===== src/rtl/mcoc_ram.sv =====
// generic single write port, single read port ram with registered read
// no dependencies
module mcoc_ram #(
    parameter int WIDTH = 8,
    parameter int DEPTH = 16
) (
    input  logic                     aclk,
    input  logic                     we,
    input  logic [$clog2(DEPTH)-1:0] waddr,
    input  logic [WIDTH-1:0]         wdata,
    input  logic                     re,
    input  logic [$clog2(DEPTH)-1:0] raddr,
    output logic [WIDTH-1:0]         rdata
);

    logic [WIDTH-1:0] mem [DEPTH];
    logic [WIDTH-1:0] rdata_reg;

    always_ff @(posedge aclk) begin
        if (we) begin
            mem[waddr] <= wdata;
        end
        if (re) begin
            rdata_reg <= mem[raddr];
        end
    end

    assign rdata = rdata_reg;

endmodule


===== config.mk =====
export PLATFORM = sky130hd
export DESIGN_NAME = mcoc_ram
export DESIGN_NICKNAME = d
export VERILOG_FILES = /design/src/rtl/mcoc_ram.sv
export SDC_FILE = /design/constraint.sdc
export NUM_CORES = 1
export LEC_CHECK = 0
export BUFFER_PORTS_ARGS = -buffer_cell sky130_fd_sc_hd__buf_2
export CORE_MARGIN = 8
export CORE_UTILIZATION = 55
export DETAILED_ROUTE_END_ITERATION = 10
export GPL_ROUTABILITY_DRIVEN = 1
export GPL_TIMING_DRIVEN = 0
export PLACE_DENSITY_LB_ADDON = 0.15
export SLEW_MARGIN = 30
export SYNTH_ARGS = -nofsm -noshare
export SYNTH_HDL_FRONTEND = slang
export SYNTH_SLANG_ARGS = --single-unit
export TNS_END_PERCENT = 30

===== constraint.sdc =====
create_clock -name aclk -period 4.75 [get_ports aclk]
set_input_delay 0.475 -clock aclk [delete_from_list [all_inputs] [get_ports aclk]]
set_output_delay 0.475 -clock aclk [all_outputs]
set_load 0.005 [all_outputs]

==> metrics <==
status completed; share of cells above drive strength 1 28.8%; CP endpoint kind flop; Yosys reg bits 136; antenna violations before repair 0; initial core utilization 56.6%; ys async rst share 0%; CTS Buffer Depth 2; RD Place Congestion 0.700; Ant. Diodes 0; DRC violation count after routing 0; first-pass GRT wire length 14400 um; Req. time, crit path 4.89 ns; cts repair resizes 0; startpoint types input pin; CTS sink cnt 136; largest net degree at the start of global routing 17; crit path kind in2reg; DRT iter0 DRCs 167; fmax 0.606 GHz; crit path DAT 1.79 ns; CTS Hold Bufs 0; Synth area leaders edfxtp_1 (78%), mux4_2 (7.8%), mux4_1 (7.0%), a22oi_1 (2.3%), nor2_1 (0.93%); Final ANT Viol Nets 0; GR Overflow Total 0; hold crit path type in2reg; dpl cell area 0.00553 sq mm; WL per Instance 23.3 um; max reg flops 128; hpwl dp 6080 um; fin. max-slew vios 0; Most used DFF post-synth edfxtp_1; IO Pins 27; synthesized net count 248; design area 0.00611 sq mm; RSZ-0062 raised after global routing no; fin crit period 1.65 ns; Tot GR Track Use 16.1%; Reg clk slew, reported paths 0.06 ns; Peak VDD IR 0.241 mV; Max FO, Critical Path 8; slowest cell on the critical path nor2_1; utilization after layout 66.2%; drt total wl 9650 um; num rows 35; CTS tree yes; via count 2383; CTS root buf clkbuf_8; top cells by count, synth edfxtp_1 (136), mux4_2 (18), a22oi_1 (16), mux4_1 (14), nor2_1 (13); most numerous cell in the Yosys netlist edfxtp_1; die width 113 um; Power Density 454 mW/mm^2; Leakage Power 0.00203 uW; MaxCap Viol Count 0; Area Growth Syn to Fin 17.0%; H-tree levels 4; worst slew pin tran 0.809 ns; Yosys warnings 0; worst path cell trace buf_2 -> or3b_2 -> nor2_1; sequential share of the synthesized area 78.1%; distinct cell type count after synthesis 18; cells after synthesis 229; number of global-route vias before repair 2474; top cell type's share of synthesized area 78.1%; die area 0.0129 sq mm; worst rel slew slack 45.8%; setup violators final 0; nets 292; total CTS buffers 17; Syn Std Cell Area 0.00523 sq mm; number of synthesized flops with an enable pin 136; Setup Fix Bufs, Post-CTS 0; Clock Skew 0.00564 ns; Core Region 0.00924 sq mm; Period Utilization, post-route 34.8%; IO buf count 25; Vias/cell 5.76; clk_lat worst skew 0.51 ns; # fillers 612; dominant cell type by area after synthesis edfxtp_1; Post-Layout Cell Count 414; post-route setup TNS 0 ns; Cells after DPL 383; drt pass-1 iters 4; Vert. Die Dim 113 um; Final Hold Vio Count 0; Critical Path Max Stage Delay 0.65 ns; Avg Synthesized Cell Area 22.8 sq um
==> critical path: cells and delay by family <==
family                 cells  cell delay [ns]
buffers and inverters      1             0.12
and+or+nand+nor            2             1.20
==> report_power, final <==
part	leakage, uW	total, uW	internal [uW]	switching, uW
clock network	0.000275	1290	840	451
registers	0.00124	1360	1350	5.55
logic	0.000523	126	52.0	73.8
total	0.00203	2770	2250	530
==> logic make-up (layout without fill, tap and decap cells) <==
logic type             after synthesis  in the layout  synth area share (%)
AND/OR/NAND/NOR                     35             35                  3.14
flip-flops                         136            136                  78.1
buffers and inverters               10             66                  1.65
multiplexers                        32             32                  14.8
AO/OA/AOI/OAI                       16             16                  2.30
==> layout by cell type (no fill, tap or decap), types with 3 or more instances in the layout <==
cell and count:
a22oi_1 16, buf_2 28, buf_6 3, bufinv_16 4
clkbuf_1 3, clkbuf_16 16, clkdlybuf4s25_2 3, clkinv_1 4
edfxtp_1 136, mux4_1 14, mux4_2 18, nand2_1 9
nor2_1 13, nor3_2 4
==> through the flow <==
stage                     setup slack, ns  total power (uW)  hold WS (ns)
after global routing                 3.09              2840         0.289
after global placement               2.27              1500         0.734
final                                3.10              2770         0.304
after floorplan                      2.78              1450         0.574
after CTS                            3.14              2780         0.286
after detailed placement             2.60              1510         0.757
==> cell type report <==
type / count / area [sq um] / area share, %
Clock buffer: 20 / 425 / 6.96
Sequential cell: 136 / 4080 / 66.8
Clock inverter: 11 / 155 / 2.54
Timing Repair Buffer: 25 / 125 / 2.05
Buffer: 10 / 86.3 / 1.41
Tap cell: 129 / 161 / 2.64
Multi-Input combinational cell: 83 / 1080 / 17.6
==> metal layers <==
layer | vias to the layer above | part of all wire (%) | global-route usage (%)
met5 | - | 0 | 0
li1 | 1075 | - | -
met3 | 16 | 6.4 | 5.02
met4 | 0 | 1.6 | 6.57
met1 | 1214 | 42 | 20.8
met2 | 78 | 50 | 25.1
==> final timing paths <==
check	slack, ns	cells after the start	start	endpoint
min	0.30	1	re	rdata[3]
min reg2reg	0.76	3	mem[11][3]	rdata[3]
max	3.10	3	waddr[2]	mem[2][3]
max reg2reg	3.22	3	mem[7][7]	rdata[7]
(Power assumes the default switching activity.)
