==> src/rtl/mcoc_pkg.sv <==
// shared types, constants and helpers for the mip chain offset calculator
// no dependencies; used by mcoc_level_unit and mip_chain_offset_calculator_unit in rtl/
package mcoc_pkg;

    // limits of the configuration checks and of the reported offset
    localparam int MAX_DIM_BITS = 14;
    localparam int MAX_IMAGES   = 256;
    localparam int OFFSET_BITS  = 40;

    // field widths
    localparam int DIM_W     = 15;
    localparam int BPU_W     = 5;
    localparam int ALIGN_W   = 9;
    localparam int LVL_W     = 4;
    localparam int IMGC_W    = 9;
    localparam int IMG_W     = 8;
    localparam int PAD_W     = 8;
    localparam int FIELD_W   = 40;
    localparam int STATUS_W  = 2;
    localparam int CFG_IDX_W = 8;

    // internal datapath widths
    localparam int ROW_W   = 20;                // padded row bytes or block row bytes
    localparam int PROD1_W = ROW_W + DIM_W;     // row bytes times height
    localparam int SIZE_W  = 50;                // one level in bytes
    localparam int SUM_W   = 54;                // a whole chain in bytes
    localparam int LO_W    = SUM_W / 2;         // split of the chain for the image multiply
    localparam int HI_W    = SUM_W - LO_W;
    localparam int PART_W  = HI_W + IMG_W;
    localparam int OFS_W   = 64;

    localparam int LEVEL_COUNT = 16;

    // remainder unit: bits retired per cycle and cycles per row value
    localparam int REM_STEPS  = 4;
    localparam int REM_CYCLES = ROW_W / REM_STEPS;

    localparam logic [DIM_W+1:0]   DIM_LIMIT    = (DIM_W+2)'(1) << MAX_DIM_BITS;
    localparam logic [12:0]        IMAGES_LIMIT = 13'(MAX_IMAGES);
    localparam int                 LIM_BITS     = (OFFSET_BITS < FIELD_W) ? OFFSET_BITS : FIELD_W;
    localparam logic [OFS_W-1:0]   OFS_LIMIT    = (OFS_W'(1) << LIM_BITS) - OFS_W'(1);

    // status codes
    localparam logic [STATUS_W-1:0] STATUS_OK       = 2'd0;
    localparam logic [STATUS_W-1:0] STATUS_RANGE    = 2'd1;
    localparam logic [STATUS_W-1:0] STATUS_CONFIG   = 2'd2;
    localparam logic [STATUS_W-1:0] STATUS_OVERFLOW = 2'd3;

    // register indexes
    localparam logic [CFG_IDX_W-1:0] REG_BASE_WIDTH     = 8'd0;
    localparam logic [CFG_IDX_W-1:0] REG_BASE_HEIGHT    = 8'd1;
    localparam logic [CFG_IDX_W-1:0] REG_BASE_DEPTH     = 8'd2;
    localparam logic [CFG_IDX_W-1:0] REG_BYTES_PER_UNIT = 8'd3;
    localparam logic [CFG_IDX_W-1:0] REG_COMPRESSED     = 8'd4;
    localparam logic [CFG_IDX_W-1:0] REG_ROW_ALIGN      = 8'd5;
    localparam logic [CFG_IDX_W-1:0] REG_MIP_LEVELS     = 8'd6;
    localparam logic [CFG_IDX_W-1:0] REG_IMAGE_COUNT    = 8'd7;

    typedef struct packed {
        logic [DIM_W-1:0]   base_width;
        logic [DIM_W-1:0]   base_height;
        logic [DIM_W-1:0]   base_depth;
        logic [BPU_W-1:0]   bytes_per_unit;
        logic               compressed;
        logic [ALIGN_W-1:0] row_align;
        logic [LVL_W-1:0]   mip_levels;
        logic [IMGC_W-1:0]  image_count;
    } cfg_t;

    typedef struct packed {
        logic             start;
        logic [LVL_W-1:0] lv;
    } lvl_req_t;

    typedef struct packed {
        logic              done;
        logic [SIZE_W-1:0] size;
        logic [PAD_W-1:0]  pad;
    } lvl_rsp_t;

    // dimension of a level, never below one
    function automatic logic [DIM_W-1:0] halve(input logic [DIM_W-1:0] v,
                                               input logic [LVL_W-1:0] lv);
        logic [DIM_W-1:0] r;
        r = v >> lv;
        return (r == '0) ? DIM_W'(1) : r;
    endfunction

endpackage

==> src/rtl/mcoc_level_unit.sv <==
// byte size and row padding of one mip level, computed over several cycles
// depends on mcoc_pkg
module mcoc_level_unit (
    input  logic              aclk,
    input  logic              aresetn,
    input  mcoc_pkg::cfg_t     cfg,
    input  mcoc_pkg::lvl_req_t req,
    output mcoc_pkg::lvl_rsp_t rsp
);

    localparam logic [2:0] LU_IDLE = 3'd0;
    localparam logic [2:0] LU_MUL0 = 3'd1;
    localparam logic [2:0] LU_REM  = 3'd2;
    localparam logic [2:0] LU_PAD  = 3'd3;
    localparam logic [2:0] LU_MUL1 = 3'd4;
    localparam logic [2:0] LU_MUL2 = 3'd5;

    logic [2:0] state_reg, state_next;
    logic       done_reg;

    logic [mcoc_pkg::DIM_W-1:0]   unit_reg;
    logic [mcoc_pkg::DIM_W-1:0]   dim2_reg;
    logic [mcoc_pkg::DIM_W-1:0]   ld_reg;
    logic [mcoc_pkg::ROW_W-1:0]   row_reg;
    logic [mcoc_pkg::ROW_W-1:0]   dvd_reg;
    logic [mcoc_pkg::ALIGN_W-1:0] rem_reg, rem_next;
    logic [2:0]                   cnt_reg;
    logic [mcoc_pkg::PAD_W-1:0]   pad_reg;
    logic [mcoc_pkg::PROD1_W-1:0] m1_reg;
    logic [mcoc_pkg::SIZE_W-1:0]  size_reg;

    logic [mcoc_pkg::DIM_W-1:0] lw, lh, ld;
    logic [mcoc_pkg::DIM_W:0]   bw_sum, bh_sum;
    logic                       needs_pad;
    logic [mcoc_pkg::ALIGN_W-1:0] pad_full;

    always_comb begin
        lw     = mcoc_pkg::halve(cfg.base_width, req.lv);
        lh     = mcoc_pkg::halve(cfg.base_height, req.lv);
        ld     = mcoc_pkg::halve(cfg.base_depth, req.lv);
        // partial 4x4 blocks round up
        bw_sum = ({1'b0, lw} + (mcoc_pkg::DIM_W+1)'(3)) >> 2;
        bh_sum = ({1'b0, lh} + (mcoc_pkg::DIM_W+1)'(3)) >> 2;
    end

    assign needs_pad = !cfg.compressed && (cfg.row_align != '0);

    // restoring remainder, a few bits of the row value per cycle
    always_comb begin
        rem_next = rem_reg;
        for (int i = 0; i < mcoc_pkg::REM_STEPS; i++) begin
            rem_next = {rem_next[mcoc_pkg::ALIGN_W-2:0], dvd_reg[mcoc_pkg::ROW_W-1-i]};
            if (rem_next >= cfg.row_align) begin
                rem_next = rem_next - cfg.row_align;
            end
        end
    end

    assign pad_full = (rem_reg == '0) ? '0 : cfg.row_align - rem_reg;

    always_comb begin
        state_next = state_reg;
        case (state_reg)
            LU_IDLE: if (req.start) state_next = LU_MUL0;
            LU_MUL0: state_next = needs_pad ? LU_REM : LU_MUL1;
            LU_REM:  if (cnt_reg == 3'(mcoc_pkg::REM_CYCLES - 1)) state_next = LU_PAD;
            LU_PAD:  state_next = LU_MUL1;
            LU_MUL1: state_next = LU_MUL2;
            LU_MUL2: state_next = LU_IDLE;
            default: state_next = LU_IDLE;
        endcase
    end

    always_ff @(posedge aclk) begin
        if (!aresetn) begin
            state_reg <= LU_IDLE;
            done_reg  <= 1'b0;
        end else begin
            state_reg <= state_next;
            done_reg  <= (state_reg == LU_MUL2);
        end
    end

    always_ff @(posedge aclk) begin
        case (state_reg)
            LU_IDLE: begin
                if (req.start) begin
                    unit_reg <= cfg.compressed ? bw_sum[mcoc_pkg::DIM_W-1:0] : lw;
                    dim2_reg <= cfg.compressed ? bh_sum[mcoc_pkg::DIM_W-1:0] : lh;
                    ld_reg   <= ld;
                end
            end
            LU_MUL0: begin
                row_reg <= mcoc_pkg::ROW_W'(unit_reg) * mcoc_pkg::ROW_W'(cfg.bytes_per_unit);
                dvd_reg <= mcoc_pkg::ROW_W'(unit_reg) * mcoc_pkg::ROW_W'(cfg.bytes_per_unit);
                rem_reg <= '0;
                cnt_reg <= '0;
                pad_reg <= '0;
            end
            LU_REM: begin
                rem_reg <= rem_next;
                dvd_reg <= dvd_reg << mcoc_pkg::REM_STEPS;
                cnt_reg <= cnt_reg + 3'd1;
            end
            LU_PAD: begin
                pad_reg <= pad_full[mcoc_pkg::PAD_W-1:0];
                row_reg <= row_reg + mcoc_pkg::ROW_W'(pad_full);
            end
            LU_MUL1: begin
                m1_reg <= mcoc_pkg::PROD1_W'(row_reg) * mcoc_pkg::PROD1_W'(dim2_reg);
            end
            LU_MUL2: begin
                size_reg <= mcoc_pkg::SIZE_W'(m1_reg) * mcoc_pkg::SIZE_W'(ld_reg);
            end
            default: ;
        endcase
    end

    assign rsp.done = done_reg;
    assign rsp.size = size_reg;
    assign rsp.pad  = pad_reg;

endmodule

==> config.mk <==
export PLATFORM = sky130hd
export DESIGN_NAME = mcoc_level_unit
export DESIGN_NICKNAME = d
export VERILOG_FILES = /design/src/rtl/mcoc_pkg.sv /design/src/rtl/mcoc_level_unit.sv
export SDC_FILE = /design/constraint.sdc
export NUM_CORES = 2
export LEC_CHECK = 0
export ABC_AREA = 1
export BUFFER_PORTS_ARGS = -buffer_cell sky130_fd_sc_hd__buf_2
export CAP_MARGIN = 10
export CELL_PAD_IN_SITES_DETAIL_PLACEMENT = 1
export CELL_PAD_IN_SITES_GLOBAL_PLACEMENT = 2
export CORE_MARGIN = 4
export CORE_UTILIZATION = 30
export CTS_BUF_LIST = sky130_fd_sc_hd__clkbuf_2
export CTS_CLUSTER_SIZE = 10
export DETAILED_ROUTE_END_ITERATION = 10
export HOLD_SLACK_MARGIN = 0.06
export PLACE_DENSITY_LB_ADDON = 0.3
export SETUP_SLACK_MARGIN = 0.3
export SYNTH_ARGS = -nofsm -noshare
export SYNTH_HDL_FRONTEND = slang
export SYNTH_SLANG_ARGS = --single-unit
==> constraint.sdc <==
create_clock -name aclk -period 7.3 [get_ports aclk]
set_clock_uncertainty 0.1 [all_clocks]
set_input_delay 0.365 -clock aclk [delete_from_list [all_inputs] [get_ports aclk]]
set_output_delay 0.365 -clock aclk [all_outputs]
set_load 0.01 [all_outputs]
==> results.toml <==
[run_status]
status = "complete, no violations"

[cts]
cts_root_buffer = "clkbuf_2"
clkSinkCount = 194
cts_max_level = 4
cts_tree = "done"
clock_latency_ns = 1.21
cts_buffers = 17
clkTransAtPathRegs_ns = 0.43
clockBufferDepth = 2

[yosys]
async_flop_share_pct = 0
syn-cell-area_um2 = 41300
synth_nets = 6390
yosysMostFrequentCell = "nand2_1"
netlist-cell-type-count = 56
synth.top_cell.area_share_pct = 34.1
ys_seq_elements = 194
synth_warnings = 0
synth-main-ff-cell = "edfxtp_1"
synth_common_cells = "1584 x nand2_1, 1165 x inv_1, 704 x fa_1"
netlist_instances = 5310
ys_top_cells_by_area = "fa_1 34%, nand2_1 14%, edfxtp_1 14%, inv_1 11%, ha_1 9.0%"
avgSynthCellArea_um2 = 7.77
ys_seq_area_share_pct = 14.0
synth-edff-count = 190
synth_top_cell_by_area = "fa_1"

[global_route]
grt.total_usage_pct = 18.8
grt.overflow.total = 0
grt_pass1_wl_um = 213000
grt_start_max_net_pins = 52
grt_pass1_vias = 39007
antenna_found_initial = 6

[detailed_routing]
detail-route-antenna-nets = 0
drtIter0Drc = 1407
viasPerCell = 4.71
drc = 0
wire_per_inst_um = 17.7
first_pass_iters = 5
via_count = 34546
routed_wirelength_um = 130000

[final_layout]
fill_cells = 16602
largest_reg_flops = 50
syn2layout_area_growth_pct = 12.5
layout-drive-gt1-share_pct = 5.83
final_nets = 6620
post-route-util_pct = 34.1
stdcell_count = 7338

[sta]
finalMaxSlewViolations = 0
timing.hold.ws_ns = 0.257
fin_setup_tns_ns = 0
hold_viol = 0
fmax_mhz = 153
rsz0062_at_grt = "no"
layout_min_cycle_time_ns = 6.54
setup_violations = 0
worst_pin_slew_ns = 0.996
fin_crit_sh_pct = 89.6
worst_slew_margin_rel_pct = 33.1

[worst_setup_path]
path_class = "flop to flop"
critPathCaptureType = "flop"
startpoint_type = "flop"
required_ns = 8.23
worst-path-max-fanout = 15
cp.arrival_ns = 7.48

[floorplan]
io_pins = 139
num_rows = 135
core_um2 = 136000
die_w_um = 379
start_util_pct = 30.3
die_y_um = 379
die-area_um2 = 144000

[run]
max-cap-violations = 0

[place]
hpwl_um = 106000
post-place-cells = 7087
io_buffers = 125
place.gp.congestion = 0.840

[worst_hold_path]
hp-class = "primary input to flop"
[routing by layer]
layer,vias up,track usage (%),part of all wire (%)
met4,0,3.66,1.4
met3,93,1.45,2.1
met2,358,33.6,50
li1,16451,-,-
met5,-,0,0
met1,17644,25.0,47
[cell type report]
cell class	count	area (um^2)	share of cell area, %
Tap cell	1781	2230	4.80
Multi-Input combinational cell	3728	30200	65.2
Inverter	1174	4410	9.50
Clock inverter	15	179	0.385
Clock buffer	17	85.1	0.183
Antenna cell	4	10.0	0.0216
Timing Repair Buffer	425	3480	7.49
Sequential cell	194	5790	12.5
[logic make-up after synthesis]
| logic type | count (synthesis) | synth area share [%] |
|---|---|---|
| and+or+nand+nor | 2216 | 22.0 |
| buffers and inverters | 1388 | 12.9 |
| adders and majority gates | 1000 | 43.1 |
| AOI/OAI and AO/OA | 399 | 5.55 |
| DFF | 194 | 14.0 |
| xor gates and xnor gates | 113 | 2.40 |
[layout by cell type (no fill, tap or decap), types with 18 or more instances in the layout]
cell and count:
o21ai_1 25, a31oi_1 24, inv_1 1165, nand2_1 1583, edfxtp_1 190, xor2_1 76
buf_4 81, a21o_1 21, nand4_1 32, nor2_1 209, o21ai_0 92, o21bai_1 18
nor3_1 35, fa_1 703, buf_2 125, ha_1 294, nand3_1 267, a21oi_1 161
xnor2_1 37, dlygate4sd3_1 214
[final timing paths]
path              start            to  slack, ns  depth (start not counted)
max          m1_reg[19]  size_reg[39]       0.76                         18
min             cfg[26]   row_reg[19]       0.26                          8
max reg2reg  m1_reg[19]  size_reg[39]       0.76                         18
min reg2reg  dvd_reg[6]   dvd_reg[10]       0.43                          2
[metrics by stage]
stage | setup WS [ns] | instance area, um^2
global placement | 0.402 | 43900
detailed placement | 0.368 | 43900
CTS | 0.371 | 46300
floorplan | 1.30 | 41300
finish | 0.757 | 46400
global route | 0.314 | 46400
[critical path: stages, from the launching register on]
cell and delay [ns]:
edfxtp_1 0.92, nand2_1 0.17, fa_1 0.56, inv_1 0.05, fa_1 0.47, fa_1 0.51
inv_1 0.05, fa_1 0.53, inv_1 0.05, fa_1 0.51, fa_1 0.46, ha_1 0.37
a21oi_1 0.31, o21ai_0 0.24, o21ai_0 0.41, nand4_1 0.29, a21o_1 0.23, nand2_1 0.06
nand2_1 0.05
[timing repair]
action | 4_1_cts | 5_1_grt
hold endpoints to repair | 135 | 0
endpoints found under the setup margin | 0 | 9
resized for setup | 0 | 19
hold buffers | 214 | 0
setup buffers | 0 | 1
Power is left out: the tool's default activity adds up to more than one toggle a clock period on the data nets, which glitch-free logic cannot reach.
